[config.mk]
export PLATFORM = sky130hd
export DESIGN_NAME = rx_packet_stream_deframer_core
export DESIGN_NICKNAME = d
export VERILOG_FILES = /design/src/rpsd_pkg.sv /design/src/rx_packet_stream_deframer_core.sv /design/src/rpsd_front.sv /design/src/rpsd_queue.sv /design/src/rpsd_back.sv
export SDC_FILE = /design/constraint.sdc
export NUM_CORES = 1
export LEC_CHECK = 0
export BUFFER_PORTS_ARGS = -buffer_cell sky130_fd_sc_hd__buf_2
export CAP_MARGIN = 20
export CORE_AREA = 2 2 182 184
export DETAILED_ROUTE_END_ITERATION = 16
export DIE_AREA = 0 0 184 186
export PLACE_DENSITY = 0.47
export SLEW_MARGIN = 20
export SYNTH_ARGS = -nofsm -noshare
export SYNTH_HDL_FRONTEND = slang
export SYNTH_SLANG_ARGS = --single-unit
[constraint.sdc]
create_clock -name aclk -period 13.55 [get_ports aclk]
set_input_delay 2.71 -clock aclk [delete_from_list [all_inputs] [get_ports aclk]]
set_output_delay 2.71 -clock aclk [all_outputs]
set_load 0.02 [all_outputs]
[src/rpsd_pkg.sv]
package rpsd_pkg;

    // Default capacity of one stream in bytes.
    localparam int MAX_STREAM_BYTES_DEF = 8192;

    // Fixed header layout.
    localparam int HEADER_BYTES  = 12;
    localparam int HDR_TYPE_IDX  = 0;
    localparam int HDR_LEN_LO    = 2;
    localparam int HDR_LEN_HI    = 3;
    localparam int HDR_OFF_LO    = 4;
    localparam int HDR_OFF_HI    = 5;
    localparam int HDR_LAST_IDX  = HEADER_BYTES - 1;

    // Field widths.
    localparam int BYTE_W        = 8;
    localparam int TYPE_W        = 4;
    localparam int STREAM_LEN_W  = 14;
    localparam int PAY_LEN_W     = 13;
    localparam int SEEN_W        = 4;

    // Reset value of the private interface type register.
    localparam logic [TYPE_W-1:0] PRIV_TYPE_RESET = 4'd4;

    // Depth of the queue between parser and output stage.
    localparam int QUEUE_DEPTH   = 2;

    // One result item.
    typedef struct packed {
        logic [BYTE_W-1:0]    payload_byte;
        logic [TYPE_W-1:0]    interface_type;
        logic [PAY_LEN_W-1:0] payload_length;
        logic                 last_in_packet;
    } item_t;

    // Write side of the queue.
    typedef struct packed {
        logic  push;
        item_t item;
    } queue_wr_t;

    // Status of the queue as seen by both sides.
    typedef struct packed {
        logic empty;
        logic full;
    } queue_stat_t;

endpackage

[src/rx_packet_stream_deframer_core.sv]
// Channel  | Direction | Ports                        | Contents
// ---------+-----------+------------------------------+----------------------------------------
// s_       | in        | s_tvalid s_tready s_tdata    | tdata: [7:0] stream_byte,
//          |           | s_tuser                      |   [21:8] stream_length; tuser: start
// m_       | out       | m_tvalid m_tready m_tdata    | tdata: [7:0] payload_byte,
//          |           | m_tuser m_tlast              |   [20:8] payload_length; tuser: type
// cfg_     | in        | cfg_valid cfg_ready cfg_data | private interface type (4 bits)
//
// One stream byte is taken per cycle while the queue is not full; the parser handles each byte
// in the cycle of its transfer. An emitted payload byte passes through the queue and then the
// output register before its m_ transfer.
// A two-entry queue sits between the parser and the output register; s_tready drops only
// when that queue is full, so a stall on m_ reaches s_ after three held results (one in the
// output register and two in the queue).
// Reset is synchronous on aresetn low and clears the parser, queue and output valid.
// cfg_ready is always high; a write takes effect on the next cycle.
module rx_packet_stream_deframer_core #(
    parameter int MAX_STREAM_BYTES = rpsd_pkg::MAX_STREAM_BYTES_DEF
) (
    input  logic                              aclk,
    input  logic                              aresetn,
    input  logic                              s_tvalid,
    output logic                              s_tready,
    input  logic [23:0]                       s_tdata,  // stream_byte, stream_length, pad
    input  logic                              s_tuser,  // stream_start
    output logic                              m_tvalid,
    input  logic                              m_tready,
    output logic [23:0]                       m_tdata,  // payload_byte, payload_length, pad
    output logic [rpsd_pkg::TYPE_W-1:0]       m_tuser,  // interface_type
    output logic                              m_tlast,  // last_in_packet
    input  logic                              cfg_valid,
    output logic                              cfg_ready,
    input  logic [rpsd_pkg::TYPE_W-1:0]       cfg_data
);

    rpsd_pkg::queue_wr_t    q_wr;
    rpsd_pkg::queue_stat_t  q_stat;
    rpsd_pkg::item_t        q_item;
    rpsd_pkg::item_t        out_item;
    logic                   q_pop;

    assign cfg_ready = 1'b1;

    // Parser: takes stream bytes and classifies them.
    rpsd_front #(
        .MAX_STREAM_BYTES(MAX_STREAM_BYTES)
    ) u_front (
        .aclk      (aclk),
        .aresetn   (aresetn),
        .in_valid  (s_tvalid),
        .in_ready  (s_tready),
        .in_byte   (s_tdata[7:0]),
        .in_start  (s_tuser),
        .in_length (s_tdata[21:8]),
        .cfg_we    (cfg_valid && cfg_ready),
        .cfg_data  (cfg_data),
        .q_stat    (q_stat),
        .q_wr      (q_wr)
    );

    // Queue between parser and output stage.
    rpsd_queue u_queue (
        .aclk    (aclk),
        .aresetn (aresetn),
        .wr      (q_wr),
        .pop     (q_pop),
        .rd_item (q_item),
        .stat    (q_stat)
    );

    // Output register stage.
    rpsd_back u_back (
        .aclk      (aclk),
        .aresetn   (aresetn),
        .q_stat    (q_stat),
        .q_item    (q_item),
        .q_pop     (q_pop),
        .out_valid (m_tvalid),
        .out_ready (m_tready),
        .out_item  (out_item)
    );

    // Pack the result fields onto the master side.
    assign m_tdata = {3'b000, out_item.payload_length, out_item.payload_byte};
    assign m_tuser = out_item.interface_type;
    assign m_tlast = out_item.last_in_packet;

endmodule

[src/rpsd_front.sv]
module rpsd_front #(
    parameter int MAX_STREAM_BYTES = rpsd_pkg::MAX_STREAM_BYTES_DEF
) (
    input  logic                                aclk,
    input  logic                                aresetn,
    input  logic                                in_valid,
    output logic                                in_ready,
    input  logic [rpsd_pkg::BYTE_W-1:0]         in_byte,
    input  logic                                in_start,
    input  logic [rpsd_pkg::STREAM_LEN_W-1:0]   in_length,
    input  logic                                cfg_we,
    input  logic [rpsd_pkg::TYPE_W-1:0]         cfg_data,
    input  rpsd_pkg::queue_stat_t               q_stat,
    output rpsd_pkg::queue_wr_t                 q_wr
);

    localparam int LEN_W = $clog2(MAX_STREAM_BYTES + 1);

    typedef enum logic [1:0] {
        PH_HEADER,
        PH_PAYLOAD,
        PH_DONE
    } phase_t;

    phase_t                          phase_reg, phase_next;
    logic [LEN_W-1:0]                pos_reg, pos_next;
    logic [LEN_W-1:0]                len_reg, len_next;
    logic [LEN_W-1:0]                left_reg, left_next;
    logic [rpsd_pkg::SEEN_W-1:0]     seen_reg, seen_next;
    logic [rpsd_pkg::TYPE_W-1:0]     priv_reg, priv_next;
    logic [rpsd_pkg::TYPE_W-1:0]     type_reg, type_next;
    logic [rpsd_pkg::PAY_LEN_W-1:0]  plen_reg, plen_next;
    logic [rpsd_pkg::TYPE_W-1:0]     hdr0_reg, hdr0_next;
    logic [rpsd_pkg::BYTE_W-1:0]     hdr2_reg, hdr2_next;
    logic [rpsd_pkg::BYTE_W-1:0]     hdr3_reg, hdr3_next;
    logic [rpsd_pkg::BYTE_W-1:0]     hdr4_reg, hdr4_next;
    logic [rpsd_pkg::BYTE_W-1:0]     hdr5_reg, hdr5_next;

    logic                            accept;
    logic [LEN_W-1:0]                len_eff, pos_eff, left_eff, remain, remain_after, left_dec;
    logic [rpsd_pkg::SEEN_W-1:0]     seen_eff;
    phase_t                          phase_eff, phase_work;
    logic                            active;
    logic [15:0]                     hdr_len, hdr_off;
    logic                            bad_hdr;
    logic                            last;

    assign in_ready = !q_stat.full;
    assign accept   = in_valid && in_ready;

    assign hdr_len = {hdr3_reg, hdr2_reg};
    assign hdr_off = {hdr5_reg, hdr4_reg};

    // A stream start restarts parsing before the byte itself is handled.
    always_comb begin
        if (in_start) begin
            if (32'(in_length) > 32'(MAX_STREAM_BYTES)) begin
                len_eff = LEN_W'(MAX_STREAM_BYTES);
            end else begin
                len_eff = LEN_W'(in_length);
            end
            pos_eff   = '0;
            phase_eff = PH_HEADER;
            seen_eff  = '0;
            left_eff  = '0;
        end else begin
            len_eff   = len_reg;
            pos_eff   = pos_reg;
            phase_eff = phase_reg;
            seen_eff  = seen_reg;
            left_eff  = left_reg;
        end
    end

    assign active       = pos_eff < len_eff;
    assign remain       = len_eff - pos_eff;
    assign remain_after = remain - LEN_W'(1);
    assign left_dec     = left_eff - LEN_W'(1);
    assign last         = (left_dec == '0);

    // A header with fewer bytes left than a full header ends the stream.
    always_comb begin
        phase_work = phase_eff;
        if (phase_eff == PH_HEADER && seen_eff == '0
                && remain < LEN_W'(rpsd_pkg::HEADER_BYTES)) begin
            phase_work = PH_DONE;
        end
    end

    assign bad_hdr = (hdr_len == '0) || (hdr_off != 16'(rpsd_pkg::HEADER_BYTES))
                     || (32'(hdr_len) > 32'(remain_after));

    // Next-state logic of the parser.
    always_comb begin
        phase_next = phase_reg;
        pos_next   = pos_reg;
        len_next   = len_reg;
        left_next  = left_reg;
        seen_next  = seen_reg;
        priv_next  = priv_reg;
        type_next  = type_reg;
        plen_next  = plen_reg;
        hdr0_next  = hdr0_reg;
        hdr2_next  = hdr2_reg;
        hdr3_next  = hdr3_reg;
        hdr4_next  = hdr4_reg;
        hdr5_next  = hdr5_reg;
        q_wr.push  = 1'b0;
        q_wr.item.payload_byte   = in_byte;
        q_wr.item.interface_type = type_reg;
        q_wr.item.payload_length = plen_reg;
        q_wr.item.last_in_packet = last;

        if (cfg_we) begin
            priv_next = cfg_data;
        end

        if (accept) begin
            phase_next = phase_eff;
            pos_next   = pos_eff;
            len_next   = len_eff;
            left_next  = left_eff;
            seen_next  = seen_eff;
            if (active) begin
                phase_next = phase_work;
                pos_next   = pos_eff + LEN_W'(1);
                case (phase_work)
                    PH_HEADER: begin
                        // Keep only the header bytes that are judged later.
                        case (32'(seen_eff))
                            rpsd_pkg::HDR_TYPE_IDX: hdr0_next = in_byte[rpsd_pkg::TYPE_W-1:0];
                            rpsd_pkg::HDR_LEN_LO:   hdr2_next = in_byte;
                            rpsd_pkg::HDR_LEN_HI:   hdr3_next = in_byte;
                            rpsd_pkg::HDR_OFF_LO:   hdr4_next = in_byte;
                            rpsd_pkg::HDR_OFF_HI:   hdr5_next = in_byte;
                            default: ;
                        endcase
                        if (32'(seen_eff) == rpsd_pkg::HDR_LAST_IDX) begin
                            seen_next = '0;
                            if (bad_hdr) begin
                                phase_next = PH_DONE;
                            end else begin
                                phase_next = PH_PAYLOAD;
                                type_next  = hdr0_reg;
                                plen_next  = hdr_len[rpsd_pkg::PAY_LEN_W-1:0];
                                left_next  = LEN_W'(hdr_len);
                            end
                        end else begin
                            seen_next = seen_eff + rpsd_pkg::SEEN_W'(1);
                        end
                    end
                    PH_PAYLOAD: begin
                        left_next = left_dec;
                        if (last) begin
                            phase_next = PH_HEADER;
                        end
                        q_wr.push = (type_reg != priv_reg);
                    end
                    default: ;
                endcase
            end
        end
    end

    // Parser state and the configuration register.
    always_ff @(posedge aclk) begin
        if (!aresetn) begin
            phase_reg <= PH_HEADER;
            pos_reg   <= '0;
            len_reg   <= '0;
            seen_reg  <= '0;
            priv_reg  <= rpsd_pkg::PRIV_TYPE_RESET;
        end else begin
            phase_reg <= phase_next;
            pos_reg   <= pos_next;
            len_reg   <= len_next;
            seen_reg  <= seen_next;
            priv_reg  <= priv_next;
        end
        left_reg <= left_next;
        type_reg <= type_next;
        plen_reg <= plen_next;
        hdr0_reg <= hdr0_next;
        hdr2_reg <= hdr2_next;
        hdr3_reg <= hdr3_next;
        hdr4_reg <= hdr4_next;
        hdr5_reg <= hdr5_next;
    end

    // A payload phase always has bytes left to consume.
    a_payload_left: assert property (@(posedge aclk) disable iff (!aresetn)
        phase_reg == PH_PAYLOAD |-> left_reg != '0)
        else $error("payload phase with no bytes left");

    // The position never runs past the stream length.
    a_pos_bound: assert property (@(posedge aclk) disable iff (!aresetn)
        pos_reg <= len_reg)
        else $error("stream position past stream length");

endmodule

[src/rpsd_queue.sv]
module rpsd_queue (
    input  logic                   aclk,
    input  logic                   aresetn,
    input  rpsd_pkg::queue_wr_t    wr,
    input  logic                   pop,
    output rpsd_pkg::item_t        rd_item,
    output rpsd_pkg::queue_stat_t  stat
);

    localparam int PTR_W = (rpsd_pkg::QUEUE_DEPTH > 1) ? $clog2(rpsd_pkg::QUEUE_DEPTH) : 1;
    localparam int CNT_W = $clog2(rpsd_pkg::QUEUE_DEPTH + 1);

    rpsd_pkg::item_t   mem_reg [rpsd_pkg::QUEUE_DEPTH];
    logic [PTR_W-1:0]  wptr_reg, wptr_next;
    logic [PTR_W-1:0]  rptr_reg, rptr_next;
    logic [CNT_W-1:0]  cnt_reg, cnt_next;
    logic              do_push, do_pop;

    assign stat.empty = (cnt_reg == '0);
    assign stat.full  = (cnt_reg == CNT_W'(rpsd_pkg::QUEUE_DEPTH));
    assign do_push    = wr.push && !stat.full;
    assign do_pop     = pop && !stat.empty;
    assign rd_item    = mem_reg[rptr_reg];

    // Pointer and fill count updates with wrap at the queue depth.
    always_comb begin
        wptr_next = wptr_reg;
        rptr_next = rptr_reg;
        cnt_next  = cnt_reg;
        if (do_push) begin
            wptr_next = (32'(wptr_reg) == rpsd_pkg::QUEUE_DEPTH - 1) ? '0
                        : wptr_reg + PTR_W'(1);
        end
        if (do_pop) begin
            rptr_next = (32'(rptr_reg) == rpsd_pkg::QUEUE_DEPTH - 1) ? '0
                        : rptr_reg + PTR_W'(1);
        end
        if (do_push && !do_pop) begin
            cnt_next = cnt_reg + CNT_W'(1);
        end else if (do_pop && !do_push) begin
            cnt_next = cnt_reg - CNT_W'(1);
        end
    end

    always_ff @(posedge aclk) begin
        if (!aresetn) begin
            wptr_reg <= '0;
            rptr_reg <= '0;
            cnt_reg  <= '0;
        end else begin
            wptr_reg <= wptr_next;
            rptr_reg <= rptr_next;
            cnt_reg  <= cnt_next;
        end
        if (do_push) begin
            mem_reg[wptr_reg] <= wr.item;
        end
    end

    // The parser never pushes into a full queue.
    a_no_overflow: assert property (@(posedge aclk) disable iff (!aresetn)
        wr.push |-> !stat.full)
        else $error("push into full queue");

    // The output stage never pops an empty queue.
    a_no_underflow: assert property (@(posedge aclk) disable iff (!aresetn)
        pop |-> !stat.empty)
        else $error("pop from empty queue");

    // The fill count stays within the depth.
    a_cnt_bound: assert property (@(posedge aclk) disable iff (!aresetn)
        cnt_reg <= CNT_W'(rpsd_pkg::QUEUE_DEPTH))
        else $error("queue fill count out of range");

endmodule

[src/rpsd_back.sv]
module rpsd_back (
    input  logic                   aclk,
    input  logic                   aresetn,
    input  rpsd_pkg::queue_stat_t  q_stat,
    input  rpsd_pkg::item_t        q_item,
    output logic                   q_pop,
    output logic                   out_valid,
    input  logic                   out_ready,
    output rpsd_pkg::item_t        out_item
);

    logic             valid_reg, valid_next;
    rpsd_pkg::item_t  item_reg, item_next;

    // Load a new item when the output register is free or being drained.
    assign q_pop = !q_stat.empty && (!valid_reg || out_ready);

    always_comb begin
        valid_next = valid_reg;
        item_next  = item_reg;
        if (q_pop) begin
            valid_next = 1'b1;
            item_next  = q_item;
        end else if (out_ready) begin
            valid_next = 1'b0;
        end
    end

    always_ff @(posedge aclk) begin
        if (!aresetn) begin
            valid_reg <= 1'b0;
        end else begin
            valid_reg <= valid_next;
        end
        item_reg <= item_next;
    end

    assign out_valid = valid_reg;
    assign out_item  = item_reg;

endmodule
; ---- Yosys cells after proc, flatten, opt, wreduce, memory -nomap -nowiden
; Memory sizes are Yosys's and may differ from the RTL's. A register that Yosys moved wholly into a read port is not among the register bits.
; Cells that the tools add are included.
[op_classes]
n_reduce_logical = 30
mux = 31
bitwise = 1
eq_ne = 9
order_cmp = 4
add_sub_neg = 9
[ops]
columns = operator, n
row1 = 14-bit two-way mux, 8
row2 = 14-bit one-hot mux with 2 select lines, 1
row3 = "14-bit by 1-bit subtractor with 14-bit output, second input constant", 2
row4 = 4-bit AND reduction, 5
row5 = 16-bit by 14-bit greater-than comparator with 1-bit output, 1
row6 = 16-bit logical NOT, 1
row7 = 2-bit two-way mux, 8
row8 = 4-bit two-way mux, 4
row9 = "16-bit by 4-bit inequality test with 1-bit output, second input constant", 1
row10 = "14-bit by 1-bit adder with 14-bit output, second input constant", 1
row11 = "14-bit greater-than comparator, second input constant", 1
row12 = 14-bit logical NOT, 1
row13 = 14-bit less-than comparator, 1
row14 = "14-bit by 4-bit less-than comparator with 1-bit output, second input constant", 1
row15 = 14-bit subtractor, 1
row16 = 1-bit two-way mux, 9
row17 = "4-bit by 2-bit equality test with 1-bit output, second input constant", 2
row18 = "4-bit by 3-bit equality test with 1-bit output, second input constant", 2
row19 = 1-bit logical AND, 8
row20 = 2-bit logical NOT, 3
row21 = 1-bit logical NOT, 5
row22 = 5-bit AND reduction, 1
row23 = "4-bit by 1-bit adder with 4-bit output, second input constant", 1
row24 = "4-bit equality test, second input constant", 1
row25 = 11 further kinds, 15
[word_totals]
input_bits = 34
mem_count = 1
ramBits = 52
output_inout_bits = 32
regBits = 110
[memory_table]
columns = memory, words, word_bits, read_ports, rd_clocked_by_memory_dff, write_ports, line_no
row1 = u_queue.mem_reg, 2, 26, 1, 1, 1, rpsd_queue.sv:13  ; rpsd_pkg::item_t mem_reg [rpsd_pkg::QUEUE_DEPTH];

; ---- Logic depth before layout (Yosys ltp)
; Gate-level depths: netlist of run 1.
[depth]
depth_word = 16
depth_mapped = 29
mapped_depth_nobuf = 26

; ---- Modules after synthesis
; A second synthesis of run 1 with hierarchy kept.
[hier_totals]
cells_unflattened = 865
hier_area_um2 = 9721.8
[by_module_without_submodules]
columns = mod, cells_each, n_inst, area_per_inst_um2
row1 = rpsd_front, 723, 1, 6751.5
row2 = rpsd_queue, 106, 1, 2108.3
row3 = rpsd_back, 30, 1, 824.5
row4 = rx_packet_stream_deframer_core, 6, 1, 37.5

; ---- Least setup slack after synthesis of run 1
; OpenSTA, ideal clock, no wires.
[synth_timing]
path_type = in2reg
startpoint = input s_tuser
endpoint = register u_front.plen_reg[0] (netlist bit) (enable)
setup_ps = 435
setup_slack_ps = 4287
arrival_time_ps = 8828
path_buffers = 5
cell_stages = 25
cell_sequence = buf_2 -> clkbuf_1 -> clkbuf_1 -> buf_1 -> clkbuf_1 -> nor2b_1 -> ha_1 -> inv_1 -> fa_1 -> nand2_1 -> a211o_1 -> nand2_1 -> a31oi_2 -> xnor2_1 -> nor3_2 -> o2111a_1 -> a21oi_1 -> xor2_1 -> ha_1 -> and4_1 -> nand4_1 -> nor3_1 -> a31o_2 -> nand3_1 -> nor4_1
[synth_between]
elab_chain_cells = 7
[synth_lines]
columns = element, line_no
row1 = start: declaration, rx_packet_stream_deframer_core.sv:25  ; input logic s_tuser,
row2 = "14-bit two-way mux, or another cell as far along", rpsd_front.sv:56  ; if (in_start) begin
row3 = "14-bit subtractor, or another cell as far along", rpsd_front.sv:76  ; assign remain = len_eff - pos_eff;
row4 = "14-bit by 1-bit subtractor with 14-bit output, or another cell as far along", rpsd_front.sv:77  ; assign remain_after = remain - LEN_W'(1);
row5 = 16-bit by 14-bit greater-than comparator with 1-bit output / 1-bit logical AND (equally long branches), "rpsd_front.sv:91, rpsd_front.sv:85"
row6 = 1-bit logical OR / 2-bit two-way mux (equally long branches), "rpsd_front.sv:91, rpsd_front.sv:84"
row7 = 1-bit inverter (no source line) / 2-bit logical NOT (equally long branches), n/a
row8 = 5-bit AND reduction (no source line) *, n/a
row9 = end signal: assignment, rpsd_front.sv:182  ; plen_reg <= plen_next;
row10 = end: declaration, rpsd_front.sv:32  ; logic [rpsd_pkg::PAY_LEN_W-1:0] plen_reg, plen_next;
; Mark *: on every way between the ends. The rest lies on a longest branch, timed or not.
; A chain may end at the register's enable or synchronous reset.

; ---- Worst setup path after layout of run 1
[layout_timing]
startpoint = input s_tuser
endpoint = register u_front.plen_reg[4] (netlist bit) (enable)
; Same word-level chain as after synthesis.

==> results.yml, run 1 <==
clock_network:
  cts_inserted_buffers: 17
  cts-htree-levels: 4
  clk-insertion-delay-late_ns: 0.44
  clock-sinks: 188
  cts_tree: "yes"
  clk_pin_slew_ns: 0.08
  cts_hold_buf: 0
  cts.repair.resized: 0
  post_cts_buffers: 0
  root_buffer: "clkbuf_16"
  clockBufferDepth: 2
final_layout:
  fin_nets: 959
  fin_cells: 1308
  diodes: 0
  largest_reg_flops: 52
  seq_area_mm2: 0.00522
  multiInputGateArea_mm2: 0.00414
  fillCellCount: 3274
  utilization: 0.337
  syn_to_final_growth_pct: 13.2
  layout-drive-gt1-share: 0.171
timing:
  final.setup.tns_ns: 0
  rsz0062_at_grt: "false"
  maxSlewViolCount: 0
  slew_headroom: 0.291
  setup_viol: 0
  max_freq_ghz: 0.106
  worst_pin_slew_ns: 1.06
  period_share: 0.693
  hold_viol: 0
  period_minus_slack_ns: 9.40
  finalClockSkew_ns: 0.0154
logic_synthesis:
  synth_area_per_cell_um2: 11.4
  yosysSeqAreaShare: 0.544
  synth_seq_cells: 188
  yosysMostFrequentCell: "edfxtp_1"
  synth_cells: 842
  synth_top_family_by_area: "simple AND/OR/NAND/NOR gates"
  synth_fa_ha_area_frac: 0.0504
  synthSimpleGateAreaFrac: 0.161
  synth_xor_area_frac: 0.0383
  synth_top_area_frac: 0.454
  synthTopCellsByArea: "edfxtp_1, dfxtp_1, ha_1"
  synth_ff_type: "edfxtp_1"
  yosysTopAreaCell: "edfxtp_1"
  synthTopCellsByCount: "edfxtp_1, nand2_1, nor2_1"
  syn-cell-area_mm2: 0.00958
  synth-compound-area-share: 0.136
  muxShareOfSynthArea: 0.0413
  synth_cell_types: 77
  async_reset_ff_frac: 0
  yosysWarnings: 0
  synth_edf_count: 145
detailed_routing:
  top_layer: "met4"
  drc: 0
  drt_pass1_iterations: 5
  dr_wl_met3_um: 886
  wl_met2_um: 11000
  ant_nets: 0
  finalWirelength_um: 23100
  drt_iter0_drc: 413
  vias_per_cell: 5.10
  m1WireLength_um: 10800
  wl_per_cell_um: 17.7
  vias: 6674
placement:
  globalplace.congestion: 0.819
  dp.cells: 1276
  dpl.hpwl_um: 16000
  io_buffers: 59
power:
  vdd_drop_max_uv: 81.2
  power_leakage_uw: 0.00382
  power_density_mw_per_mm2: 148
global_routing:
  antenna_found_initial: 0
  grt_pass1_wl_um: 36300
  grt_usage: 0.139
  grt_max_degree: 50
  first_global_vias: 6402
  overflow: 0
die:
  die_h_um: 186
  initial_core_util: 0.298
  core-area_mm2: 0.0322
  io_pins: 66
  rows: 66
  fp.dieW_um: 184
  die_area_mm2: 0.0342
worst_hold_path:
  hold_path_class: "reg2reg"
worst_setup_path:
  cp.arrival_ns: 9.53
  crit_type: "in2reg"
  critPathMaxFanout: 48
  critPathLaunchType: "input port"
  endpoint_kind: "register"
  cp.required_ns: 13.68
status:
  status: "complete, no violations"
run:
  max_cap_violations: 0
==> final cells by class <==
class | count | area share
clock buffer | 17 | 0.0392
sequential | 188 | 0.481
timing repair buffer | 68 | 0.0335
tap | 408 | 0.0471
multi-input combinational | 595 | 0.382
inverter | 17 | 0.00588
clock inverter | 15 | 0.0118
==> power breakdown <==
part           switching [uW]  internal (uW)
sequential               41.2            689
clock                     242            242
combinational             239            152
==> cells in the final DEF, fill, tap and decap left out, types with 5 or more instances in the layout <==
cell       count
a211oi_1       5
o21ai_1        5
a21o_1        11
nand2_1       74
and4_1         5
o21ai_0       33
or3_1          7
ha_1          37
a22o_1         9
a21boi_0       6
clkbuf_16     17
nor3_1        16
inv_1         17
edfxtp_1     145
buf_2         59
nor2b_1       30
o211ai_1      11
nor2_1        57
nor3_2         5
mux2_2        28
a22oi_1       17
nand3_1       17
nand2b_1       6
and2_1        16
nand4_1       16
a21oi_1       37
nor4_1        13
xnor2_1       18
buf_4          9
dfxtp_1       42
xor2_1        22
mux2i_1        8
==> per-stage QoR <==
| stage | instance area (um^2) | hold slack [ns] | total power [uW] | setup slack [ns] |
|---|---|---|---|---|
| after global placement | 10300 | 0.403 | 1130 | 3.70 |
| after global routing | 10800 | 0.443 | 1690 | 3.54 |
| after detailed placement | 10300 | 0.406 | 1140 | 3.70 |
| final | 10800 | 0.431 | 1600 | 4.15 |
| after floorplan | 9590 | 0.400 | 1020 | 4.29 |
| after CTS | 10800 | 0.431 | 1630 | 4.11 |
==> worst paths after layout <==
check	slack [ns]	cells after the start	from	to
worst max-delay path	4.15	26	s_tuser	u_front.plen_reg[4]$_DFFE_PP_
worst min-delay path	0.43	0	u_front.hdr0_reg[1]$_DFFE_PP_	u_front.type_reg[1]$_DFFE_PP_
worst max register to register	7.58	21	u_front.len_reg[0]$_SDFFE_PN0P_	u_front.plen_reg[4]$_DFFE_PP_
worst min register to register	0.43	0	u_front.hdr0_reg[1]$_DFFE_PP_	u_front.type_reg[1]$_DFFE_PP_
==> worst max-delay path, stage by stage <==
cell and delay (ns):
buf_2 0.08, buf_4 0.42, inv_1 0.12, buf_4 0.26
a21oi_1 0.69, a22oi_1 0.28, ha_1 0.29, inv_1 0.07
fa_1 0.20, nand2_1 0.09, a211o_1 0.33, nand2_1 0.14
a31oi_2 0.15, xnor2_1 0.21, nor3_2 0.46, o2111a_1 0.26
a21oi_1 0.05, xor2_1 0.15, ha_1 0.31, and4_1 0.22
nand4_1 0.14, nor3_1 0.23, a31o_2 0.13, nand3_1 0.21
nor4_2 0.92, buf_4 0.36
==> logic make-up (layout without fill, tap and decap cells) <==
logic type	count (synthesis)	in the layout
AND/OR/NAND/NOR	291	291
flip-flops	188	188
AO/OA/AOI/OAI	185	185
buffers and inverters	61	117
XOR/XNOR	41	41
adder cells (fa/ha/maj)	38	38
multiplexers	36	36
other	2	4
==> layer usage <==
metal	global-route usage	vias to the layer above
met5	0	-
met4	0.0461	0
met3	0.0260	26
met2	0.233	140
met1	0.182	3256
li1	-	3252
No activity file was read; power rests on OpenSTA's default activity.
==> inputs of run 2 (changes only) <==
Clock period 13.55 ns to 9.7 ns, I/O delays scaled along.
==> run 2 against run 1 <==
  * Worst setup slack lost 2.5 ns
  * Critical endpoint is now u_front.left_reg[9]$_DFFE_PP_
  * Critical path depth up 2
  * Largest power group unchanged
  * Cell count grew 0.23%
  * Global-route usage rose by 0.057 points
  * Die area did not move
  * Sequential share of layout area decreased by 0.13 points
  * Largest cell class unchanged
  * Highest routed layer unchanged
==> results.yml, run 2 (synthesized netlist as in run 1, its figures left out) <==
clock_network:
  clockBufferDepth: 2
  post_cts_buffers: 0
  clk_pin_slew_ns: 0.07
  cts_inserted_buffers: 17
  cts_hold_buf: 0
  clock-sinks: 188
  root_buffer: "clkbuf_16"
  cts_tree: "yes"
  clk-insertion-delay-late_ns: 0.44
  cts.repair.resized: 0
  cts-htree-levels: 4
timing:
  finalClockSkew_ns: 0.0145
  period_minus_slack_ns: 8.08
  setup_viol: 0
  maxSlewViolCount: 0
  slew_headroom: 0.444
  hold_viol: 0
  period_share: 0.833
  worst_pin_slew_ns: 0.831
  rsz0062_at_grt: "false"
  final.setup.tns_ns: 0
  max_freq_ghz: 0.124
global_routing:
  grt_pass1_wl_um: 36500
  antenna_found_initial: 0
  overflow: 0
  first_global_vias: 6395
  grt_usage: 0.140
  grt_max_degree: 50
final_layout:
  syn_to_final_growth_pct: 13.5
  layout-drive-gt1-share: 0.172
  layout_commonest_cell: "edfxtp_1"
  utilization: 0.338
  diodes: 0
  fin_cells: 1311
  fillCellCount: 3245
  final_cell_mix: "edfxtp_1, nand2_1, buf_2"
  fin_nets: 963
  largest_reg_flops: 52
status:
  status: "complete, no violations"
worst_hold_path:
  hold_path_class: "reg2reg"
detailed_routing:
  vias_per_cell: 5.04
  ant_nets: 0
  drt_iter0_drc: 322
  vias: 6604
  drc: 0
  finalWirelength_um: 22900
  wl_per_cell_um: 17.5
  drt_pass1_iterations: 4
worst_setup_path:
  cp_slowest_cell: "a211oi_1"
  cp_num_buf_inv: 3
  cpLargestDelayFamily: "compound AO/OA/AOI/OAI gates"
  cp.required_ns: 9.87
  critPathLaunchType: "input port"
  critPathMaxFanout: 12
  cp_slowest_stage_delay_ns: 0.61
  cp.arrival_ns: 8.25
  endpoint_kind: "register"
  crit_type: "in2reg"
placement:
  globalplace.congestion: 0.797
  dp.cells: 1280
  io_buffers: 59
  dpl.hpwl_um: 15900
power:
  vdd_drop_max_uv: 118
  power_density_mw_per_mm2: 207
  power_leakage_uw: 0.00384
die:
  fp.dieW_um: 184
  core-area_mm2: 0.0322
  die_h_um: 186
  initial_core_util: 0.298
  die_area_mm2: 0.0342
  io_pins: 66
  rows: 66
run:
  max_cap_violations: 0
run 2: cell types whose count changed in the layout (fill, tap and decap cells not counted), sizes merged:
| cell | before | now |
|---|---|---|
| buf | 68 | 72 |
| bufinv | 0 | 1 |
| clkinv | 7 | 5 |
| clkinvlp | 0 | 2 |
| inv | 25 | 23 |
run 2: per-layer routing:
layer  up-vias  global-route usage  share of wire
met5         -                   0              0
met4         0              0.0400          0.012
met3        20              0.0288          0.043
met2       146               0.236           0.48
met1      3174               0.181           0.46
li1       3264                   -              -
run 2: per-stage QoR:
stage	hold WS, ns	setup slack, ns	cell area (um^2)	total power (uW)
detailed placement	0.406	1.11	10300	1590
CTS	0.418	1.58	10900	2280
global route	0.440	1.06	10900	2380
floorplan	0.400	1.21	9590	1430
finish	0.420	1.62	10900	2250
global placement	0.402	1.19	10300	1590
run 2: layout make-up:
| class | instances | area (um^2) | share of cell area |
|---|---|---|---|
| Multi-Input combinational cell | 595 | 4130 | 0.380 |
| Sequential cell | 188 | 5220 | 0.480 |
| Clock buffer | 17 | 425 | 0.0391 |
| Inverter | 17 | 63.8 | 0.00587 |
| Clock inverter | 14 | 135 | 0.0124 |
| Tap cell | 408 | 510 | 0.0470 |
| Timing Repair Buffer | 72 | 393 | 0.0361 |
run 2: worst register-to-register path, cell delays in order (launching register included):
cell      delay (ns)
dfxtp_1         0.39
nor2b_1         0.25
ha_1            0.20
inv_1           0.05
fa_1            0.40
nand2_1         0.12
a211o_1         0.17
nand2_1         0.12
a31oi_2         0.30
xnor2_1         0.18
nor3_2          0.49
o2111a_1        0.27
a21oi_1         0.05
xor2_1          0.15
ha_1            0.31
and4_1          0.22
nand4_1         0.13
nor3_1          0.22
a31o_2          0.14
nand3_1         0.20
a211oi_1        0.61
nor2_1          0.37
a222oi_1        0.41
o21ai_1         0.11
run 2: power by group:
part           leakage (uW)  switching [uW]  total, uW  internal [uW]
Clock              0.000275             317        676            359
Combinational       0.00189             355        572            216
Sequential          0.00168            35.3        997            962
run 2: final timing paths:
kind,start,to,slack (ns),cells past startpoint
setup / recovery,s_tdata[10],u_front.left_reg[9]$_DFFE_PP_,1.62,28
hold / removal,u_front.hdr0_reg[3]$_DFFE_PP_,u_front.type_reg[3]$_DFFE_PP_,0.42,0
setup reg to reg,u_front.pos_reg[0]$_SDFFE_PN0P_,u_front.left_reg[9]$_DFFE_PP_,3.60,23
hold reg to reg,u_front.hdr0_reg[3]$_DFFE_PP_,u_front.type_reg[3]$_DFFE_PP_,0.42,0
